--- config.mk ---
export PLATFORM = sky130hd
export DESIGN_NAME = acpi_rsdp_root_table_checker_core
export DESIGN_NICKNAME = d
export VERILOG_FILES = /design/src/rtl/arsdp_pkg.sv /design/src/rtl/acpi_rsdp_root_table_checker_core.sv
export SDC_FILE = /design/constraint.sdc
export NUM_CORES = 1
export LEC_CHECK = 0
export BUFFER_PORTS_ARGS = -buffer_cell sky130_fd_sc_hd__buf_4
export CAP_MARGIN = 10
export CORE_ASPECT_RATIO = 0.6
export CORE_MARGIN = 2
export CORE_UTILIZATION = 56
export CTS_CLUSTER_SIZE = 8
export DETAILED_ROUTE_END_ITERATION = 7
export PLACE_DENSITY = 0.76
export SLEW_MARGIN = 20
export SYNTH_ARGS = -nofsm -noshare
export SYNTH_HDL_FRONTEND = slang
export SYNTH_SLANG_ARGS = --single-unit
--- constraint.sdc ---
create_clock -name clk -period 4.9 [get_ports clk]
set_input_delay 0.735 -clock clk [delete_from_list [all_inputs] [get_ports clk]]
set_output_delay 0.735 -clock clk [all_outputs]
set_load 0.005 [all_outputs]
--- src/rtl/arsdp_pkg.sv ---
`timescale 1ns / 1ps
`default_nettype none

package arsdp_pkg;

    localparam int unsigned CNT_W = 21;

    localparam logic [CNT_W-1:0] COUNT_MAX = {CNT_W{1'b1}};
    localparam logic [31:0] HDR_LEN = 32'd36;
    localparam logic [32:0] MAX_TABLE_BYTES = 33'd1048576;

    localparam logic MODE_RSDP = 1'b0;
    localparam logic MODE_ROOT = 1'b1;

    localparam logic [1:0] KIND_NONE = 2'd0;
    localparam logic [1:0] KIND_RSDT = 2'd1;
    localparam logic [1:0] KIND_XSDT = 2'd2;

    localparam logic [7:0] RSDP_SIG [0:7] = '{"R", "S", "D", " ", "P", "T", "R", " "};
    localparam logic [7:0] RSDT_SIG [0:3] = '{"R", "S", "D", "T"};
    localparam logic [7:0] XSDT_SIG [0:3] = '{"X", "S", "D", "T"};

    typedef struct packed {
        logic [7:0] data_byte;
        logic       mode;
        logic       last;
    } in_t;

    typedef struct packed {
        logic        structure;
        logic        valid_res;
        logic [1:0]  table_kind;
        logic [63:0] root_address;
        logic [20:0] table_bytes;
        logic [17:0] entry_total;
    } out_t;

endpackage

`default_nettype wire

--- src/rtl/acpi_rsdp_root_table_checker_core.sv ---
// A verdict appears in the result register in the cycle after its last byte is taken.
// Throughput: one byte per cycle; a byte is taken while a verdict waits, as long as the
// result register frees up in the same cycle (in_ready = !out_valid || out_ready).
// Per-byte field capture and the 8-bit running sum set the combinational update path.
// Reset (rst_n low, asynchronous): counters and sums clear, root table disarmed, no result.
`timescale 1ns / 1ps
`default_nettype none

module acpi_rsdp_root_table_checker_core
    import arsdp_pkg::*;
(
    input  wire logic clk,
    input  wire logic rst_n,
    input  wire logic in_valid,
    output logic      in_ready,
    input  wire in_t  in_data,
    output logic      out_valid,
    input  wire logic out_ready,
    output out_t      out_data
);

    logic [CNT_W-1:0] byte_count_reg, byte_count_next;
    logic [7:0]       running_sum_reg, running_sum_next;
    logic             signature_ok_reg, signature_ok_next;
    logic [7:0]       revision_reg, revision_next;
    logic [31:0]      length_field_reg, length_field_next;
    logic             base_sum_ok_reg, base_sum_ok_next;
    logic             full_sum_ok_reg, full_sum_ok_next;
    logic [31:0]      short_address_reg, short_address_next;
    logic [63:0]      long_address_reg, long_address_next;
    logic             rsdp_ok_reg, rsdp_ok_next;
    logic [1:0]       chosen_kind_reg, chosen_kind_next;
    logic             out_valid_reg;
    out_t             out_data_reg, result;

    logic             accept;
    logic [CNT_W-1:0] p;
    logic [CNT_W-1:0] n;
    logic [7:0]       b;
    logic [7:0]       sum_add;
    logic [7:0]       root_sig_byte;
    logic             rsdp_ok_v;
    logic [1:0]       rsdp_kind;
    logic [63:0]      rsdp_addr;
    logic             root_ok;
    logic [31:0]      len_body;
    logic             len_aligned;
    logic [31:0]      entries;
    logic [63:0]      root_addr;

    assign in_ready  = !out_valid_reg || out_ready;
    assign accept    = in_valid && in_ready;
    assign out_valid = out_valid_reg;
    assign out_data  = out_data_reg;

    assign p       = byte_count_reg;
    assign b       = in_data.data_byte;
    assign sum_add = running_sum_reg + b;
    assign root_sig_byte = (chosen_kind_reg == KIND_XSDT) ? XSDT_SIG[p[1:0]]
                                                          : RSDT_SIG[p[1:0]];

    // per-byte state update
    always_comb
    begin
        running_sum_next   = running_sum_reg;
        signature_ok_next  = signature_ok_reg;
        revision_next      = revision_reg;
        length_field_next  = length_field_reg;
        base_sum_ok_next   = base_sum_ok_reg;
        full_sum_ok_next   = full_sum_ok_reg;
        short_address_next = short_address_reg;
        long_address_next  = long_address_reg;
        rsdp_ok_next       = rsdp_ok_reg;
        chosen_kind_next   = chosen_kind_reg;

        if (in_data.mode == MODE_RSDP)
        begin
            if (p == '0)
            begin
                rsdp_ok_next     = 1'b0;
                chosen_kind_next = KIND_NONE;
            end
            if (p < CNT_W'(8) && b != RSDP_SIG[p[2:0]])
                signature_ok_next = 1'b0;
            if (p < CNT_W'(36))
                running_sum_next = sum_add;
            if (p == CNT_W'(15))
                revision_next = b;
            if (p >= CNT_W'(16) && p < CNT_W'(20))
                short_address_next[{p[1:0], 3'b000} +: 8] = b;
            if (p >= CNT_W'(20) && p < CNT_W'(24))
                length_field_next[{p[1:0], 3'b000} +: 8] = b;
            if (p >= CNT_W'(24) && p < CNT_W'(32))
                long_address_next[{p[2:0], 3'b000} +: 8] = b;
            if (p == CNT_W'(19))
                base_sum_ok_next = (running_sum_next == 8'd0);
            if (p == CNT_W'(35))
                full_sum_ok_next = (running_sum_next == 8'd0);
        end
        else
        begin
            if (p < CNT_W'(4) && b != root_sig_byte)
                signature_ok_next = 1'b0;
            if (p >= CNT_W'(4) && p < CNT_W'(8))
                length_field_next[{p[1:0], 3'b000} +: 8] = b;
            if (p < CNT_W'(8) || {11'd0, p} < length_field_next)
                running_sum_next = sum_add;
        end

        byte_count_next = (p < COUNT_MAX) ? p + CNT_W'(1) : p;
    end

    assign n = byte_count_next;

    // RSDP verdict
    always_comb
    begin
        rsdp_ok_v = signature_ok_next && n >= CNT_W'(20) && base_sum_ok_next &&
                    (revision_next < 8'd2 ||
                     (n >= CNT_W'(36) && length_field_next == HDR_LEN && full_sum_ok_next));
        if (revision_next >= 8'd2 && long_address_next != 64'd0)
        begin
            rsdp_kind = KIND_XSDT;
            rsdp_addr = long_address_next;
        end
        else
        begin
            rsdp_kind = KIND_RSDT;
            rsdp_addr = {32'd0, short_address_next};
        end
        if (!rsdp_ok_v || rsdp_addr == 64'd0)
        begin
            rsdp_kind = KIND_NONE;
            rsdp_addr = 64'd0;
        end
    end

    // root table verdict; entry width 4 or 8, so alignment and count are mask and shift
    assign len_body    = length_field_next - HDR_LEN;
    assign len_aligned = (chosen_kind_reg == KIND_XSDT) ? (len_body[2:0] == 3'd0)
                                                        : (len_body[1:0] == 2'd0);
    assign entries     = (chosen_kind_reg == KIND_XSDT) ? (len_body >> 3) : (len_body >> 2);
    assign root_addr   = (chosen_kind_reg == KIND_XSDT) ? long_address_reg
                                                        : {32'd0, short_address_reg};
    assign root_ok = rsdp_ok_reg && chosen_kind_reg != KIND_NONE && signature_ok_next &&
                     n >= CNT_W'(8) && length_field_next >= HDR_LEN &&
                     {1'b0, length_field_next} <= MAX_TABLE_BYTES && len_aligned &&
                     {11'd0, n} >= length_field_next && running_sum_next == 8'd0;

    always_comb
    begin
        result = '0;
        result.structure = in_data.mode;
        if (in_data.mode == MODE_RSDP)
        begin
            result.valid_res    = rsdp_ok_v;
            result.table_kind   = rsdp_kind;
            result.root_address = rsdp_addr;
        end
        else if (root_ok)
        begin
            result.valid_res    = 1'b1;
            result.table_kind   = chosen_kind_reg;
            result.root_address = root_addr;
            result.table_bytes  = length_field_next[20:0];
            result.entry_total  = entries[17:0];
        end
    end

    always_ff @(posedge clk or negedge rst_n)
    begin
        if (!rst_n)
        begin
            byte_count_reg    <= '0;
            running_sum_reg   <= '0;
            signature_ok_reg  <= 1'b1;
            revision_reg      <= '0;
            length_field_reg  <= '0;
            base_sum_ok_reg   <= 1'b0;
            full_sum_ok_reg   <= 1'b0;
            short_address_reg <= '0;
            long_address_reg  <= '0;
            rsdp_ok_reg       <= 1'b0;
            chosen_kind_reg   <= KIND_NONE;
            out_valid_reg     <= 1'b0;
        end
        else
        begin
            if (out_valid_reg && out_ready)
                out_valid_reg <= 1'b0;
            if (accept)
            begin
                short_address_reg <= short_address_next;
                long_address_reg  <= long_address_next;
                if (in_data.last)
                begin
                    // close the structure: clear per-structure state, arm or keep root
                    byte_count_reg   <= '0;
                    running_sum_reg  <= '0;
                    signature_ok_reg <= 1'b1;
                    revision_reg     <= '0;
                    length_field_reg <= '0;
                    base_sum_ok_reg  <= 1'b0;
                    full_sum_ok_reg  <= 1'b0;
                    if (in_data.mode == MODE_RSDP)
                    begin
                        rsdp_ok_reg     <= (rsdp_kind != KIND_NONE);
                        chosen_kind_reg <= rsdp_kind;
                    end
                    else
                    begin
                        rsdp_ok_reg     <= rsdp_ok_next;
                        chosen_kind_reg <= chosen_kind_next;
                    end
                    out_valid_reg <= 1'b1;
                end
                else
                begin
                    byte_count_reg   <= byte_count_next;
                    running_sum_reg  <= running_sum_next;
                    signature_ok_reg <= signature_ok_next;
                    revision_reg     <= revision_next;
                    length_field_reg <= length_field_next;
                    base_sum_ok_reg  <= base_sum_ok_next;
                    full_sum_ok_reg  <= full_sum_ok_next;
                    rsdp_ok_reg      <= rsdp_ok_next;
                    chosen_kind_reg  <= chosen_kind_next;
                end
            end
        end
    end

    always_ff @(posedge clk)
    begin
        if (accept && in_data.last)
            out_data_reg <= result;
    end

    a_last_gives_result: assert property (@(posedge clk) disable iff (!rst_n)
        (accept && in_data.last) |=> (out_valid_reg && byte_count_reg == '0))
        else $error("last byte did not produce a result or clear the count");

    a_armed_has_kind: assert property (@(posedge clk) disable iff (!rst_n)
        rsdp_ok_reg |-> (chosen_kind_reg == KIND_RSDT || chosen_kind_reg == KIND_XSDT))
        else $error("root table armed without a kind");

    a_invalid_is_empty: assert property (@(posedge clk) disable iff (!rst_n)
        (out_valid_reg && !out_data_reg.valid_res) |->
        (out_data_reg.table_kind == KIND_NONE && out_data_reg.root_address == 64'd0 &&
         out_data_reg.table_bytes == 21'd0 && out_data_reg.entry_total == 18'd0))
        else $error("invalid verdict carries data");

    a_rsdp_no_size: assert property (@(posedge clk) disable iff (!rst_n)
        (out_valid_reg && out_data_reg.structure == MODE_RSDP) |->
        (out_data_reg.table_bytes == 21'd0 && out_data_reg.entry_total == 18'd0))
        else $error("RSDP verdict carries a table size");

    a_no_accept_when_full: assert property (@(posedge clk) disable iff (!rst_n)
        (out_valid_reg && !out_ready) |-> !in_ready)
        else $error("request taken while result register is blocked");

endmodule

`default_nettype wire
==> out/results.md <==
* Post-synth EDFFs: 107
* Port-buffer cells: 122
* Antenna Nets Post-Route: 0
* complex-gate fraction of the synthesized area: 0.203
* flip-flop count of the largest register, all copies and words added: 107
* met2 GRT Util: 0.488
* top flip-flop cell by instance count after synthesis: dfrtp_1
* boundary pin count: 123
* final critical path time including I/O delays and setup: 4.80 ns
* Congestion Overflow GR: 0
* sequential area share after synthesis: 0.427
* root buf cell: clkbuf_16
* total wire length after detailed routing: 60700 µm
* largest fanout on the critical path: 15
* synthesized area divided by synthesized cell count: 9.35 µm²
* worst IR drop on VDD: 278 µV
* Global Route met1 Usage: 0.564
* total number of H-tree levels: 2
* count of distinct cell types in the synthesized netlist: 92
* via total after detailed routing: 16659
* arithmetic-cell share of the synthesized area counting full adders, half adders and majority gates: 0.0461
* number of instances in the synthesized netlist: 1875
* global-route wire length before repair: 91900 µm
* simple-gate area share of the yosys netlist: 0.196
* Final Worst Setup Slack: 0.104 ns
* Lkg Pwr: 8.76 nW
* Ant. Diodes: 0
* power density of the placed cells: 300 nW/µm²
* setup repair after global routing missed its margin: no
* Final Setup Violations: 0
* met3 routing resource usage after global routing: 0.134
* via count of the first global-routing pass: 15258
* number of cell rows: 50
* setup slack at placement: -0.125 ns
* CTS tree: done
* Hold/Removal Path Class: input port to async pin
* period utilisation layout: 0.979
* Synth Area in XOR/XNOR: 0.0220
* tightest slew margin relative to the limit: 0.259
* status: complete, no violations
* required time at the worst-slack endpoint: 5.18 ns
* launching element type of the critical path: flip-flop
* DRC violations left: 0
* Skew-Pair Late Insertion Delay: 0.55 ns
* maximum number of pins on one net before global-route repair: 84
* maximum number of buffers from clock root to sink: 3
* estimated wirelength of the detail-placed design: 42900 µm
* DRT Pass-1 Iters: 6
* Maximum Capacitance Violations: 0
* synth-to-layout area growth: 18.2%
* actual transition at the worst max-transition pin: 1.10 ns
* overall fraction of global-route tracks in use: 0.368
* y dimension of the die: 141 µm
* antenna violations before repair: 0
* fin nets: 2116
* hold buffer count at CTS: 0
* per-cell routed wire length: 24.5 µm
* most used routing layer: met1
* arrival time at the worst endpoint: 5.07 ns
* clock skew: 0.0333 ns
* average vias per placed instance: 6.72
* horizontal die dimension: 232 µm
* clock sink total: 278
* Final Hold Violating Endpoints: 0
* largest family of logic cells by synthesized area: compound AO/OA/AOI/OAI gates
* effective utilization at floorplan: 0.566
* Finished Core Util: 0.669
* first-iteration detailed-routing DRC count: 2466
* TritonCTS Buffers: 40
* final count of pins violating max slew: 0
* number of synthesized register bits: 278
* cell count of the worst reg-to-reg path: 18
* area of the core: 31000 µm²
* synthesized area: 17500 µm²
* class of the most critical setup path: flip-flop to flip-flop
* clock slew at the register clock pins of the worst setup and hold paths: 0.05 ns
* Critical R2R Capture: out_data[88]$_DFFE_PP_
* die area: 32800 µm²
* proportion of synthesized flip-flops having asynchronous set or reset: 0.615
* peak clock frequency supported by timing: 0.208 GHz
* ratio of cells with drive above 1 in the final layout: 0.210
* global placement routability congestion: 1.02
* share of synthesized area spent on multiplexers: 0.0651
* Syn. warnings: 0
* type of element capturing the critical path: flip-flop
* origin of the critical flop-to-flop path: byte_count_reg[12]$_DFFE_PN0P_
* Reg2Reg Setup Slack: 0.10 ns
worst max-delay path by stage:
stage / startpoint / endpoint / slack (ns) / depth (start not counted)
5_1_grt: byte_count_reg[1]$_DFFE_PN0P_ / out_data[9]$_SDFFCE_PN0P_ / 0.007 / 17
3_5_place_dp: byte_count_reg[12]$_DFFE_PN0P_ / out_data[79]$_DFFE_PP_ / -0.13 / 16
2_1_floorplan: byte_count_reg[0]$_DFFE_PN0P_ / out_data[100]$_DFFE_PP_ / 0.05 / 23
4_1_cts: byte_count_reg[12]$_DFFE_PN0P_ / out_data[86]$_DFFE_PP_ / 0.06 / 16
6_report: byte_count_reg[12]$_DFFE_PN0P_ / out_data[88]$_DFFE_PP_ / 0.10 / 18
3_3_place_gp: byte_count_reg[12]$_DFFE_PN0P_ / out_data[81]$_DFFE_PP_ / -0.01 / 16
report_power, final:
part | internal [mW] | switching (mW) | total (mW)
logic | 0.364 | 0.657 | 1.02
clock network | 1.59 | 1.05 | 2.64
registers | 2.50 | 0.0566 | 2.55
total | 4.45 | 1.76 | 6.22
worst max-delay path, cell delays in order (launching register included):
cell and delay, ns:
dfrtp_1 0.38, or4_4 0.59, nor3_4 0.23, and3_4 0.25
buf_12 0.14, nand2_1 0.14, buf_4 0.20, a22oi_1 0.48
ha_1 0.24, nand4_1 0.11, nor4_1 0.26, buf_4 0.17
a31oi_1 0.08, a21oi_1 0.27, nor2_1 0.11, mux2_2 0.33
nand4_1 0.20, and2_4 0.25, nor2b_1 0.08
placed cells by master (no fill, tap or decap), drive strengths merged, types with 8 or more instances in the layout:
cell type | synthesis | layout
or3 | 9 | 9
inv | 31 | 31
nor3 | 41 | 41
a21o | 34 | 34
and4 | 15 | 15
xnor2 | 29 | 29
nor2 | 127 | 127
o211ai | 14 | 14
a32oi | 17 | 17
a211oi | 13 | 13
a22oi | 21 | 21
nand2 | 274 | 274
buf | 29 | 254
nor2b | 27 | 27
a31oi | 14 | 14
a22o | 39 | 39
nand3 | 36 | 36
o31ai | 14 | 14
and3 | 28 | 28
and2 | 16 | 17
o22ai | 45 | 45
a32o | 8 | 8
xor2 | 15 | 15
a21oi | 97 | 97
nand2b | 8 | 8
or4 | 12 | 12
nand4 | 28 | 28
nor4 | 36 | 36
edfxtp | 107 | 107
mux2 | 56 | 56
o21a | 10 | 10
dfrtp | 170 | 170
o21ai | 153 | 153
clkbuf | 106 | 67
mux2i | 51 | 51
ha | 63 | 63
or2 | 10 | 10
kinds of logic after synthesis:
group                      count (synthesis)
xor gates and xnor gates                  44
buffers and inverters                    168
adders and majority gates                 64
AOI/OAI and AO/OA                        520
other                                      1
and+or+nand+nor                          693
DFF                                      278
muxes                                    107
repair_timing:
item / CTS / global route
endpoints found under the setup margin: 16 / 104
buffers inserted: 0 / 1
gates resized for setup: 2 / 13
gates cloned: 0 / 1
pin swaps: 0 / 4
cell type report:
cell class	instances	area (µm²)
clock buffer	67	1150
clock inverter	1	16.3
fill	2471	10200
inverter	33	128
multi-input combinational	1431	9450
sequential	278	7490
tap	416	520
timing repair buffer	254	1960
stage by stage:
stage,total power [mW],hold slack (ns),instances,area [µm²],TNS [ns]
6_report,6.22,0.267,2480,20700,0
3_3_place_gp,3.54,0.465,2410,19500,-0.160
3_5_place_dp,3.56,0.472,2410,19500,-1.83
5_1_grt,6.42,0.327,2480,20700,0
4_1_cts,6.18,0.290,2478,20600,0
2_1_floorplan,3.20,0.439,1876,17500,0
routing by layer:
metal,vias to the layer above,part of all wire
met5,-,0.0013
met4,2,0.021
met3,136,0.16
met2,1212,0.39
met1,8020,0.42
li1,7289,-
cells in the mapped netlist (36+ instances only):
cell type	n	share of area
nor2_1	124	0.027
mux2i_1	51	0.029
nor3_1	40	0.011
o21ai_0	147	0.042
dfrtp_1	170	0.24
nand3_1	36	0.010
nand2_1	274	0.059
mux2_2	56	0.036
clkbuf_1	106	0.023
a21oi_1	97	0.028
ha_1	63	0.045
a22o_1	39	0.019
edfxtp_1	107	0.18
Note: power is estimated with default switching activity, not from simulation.
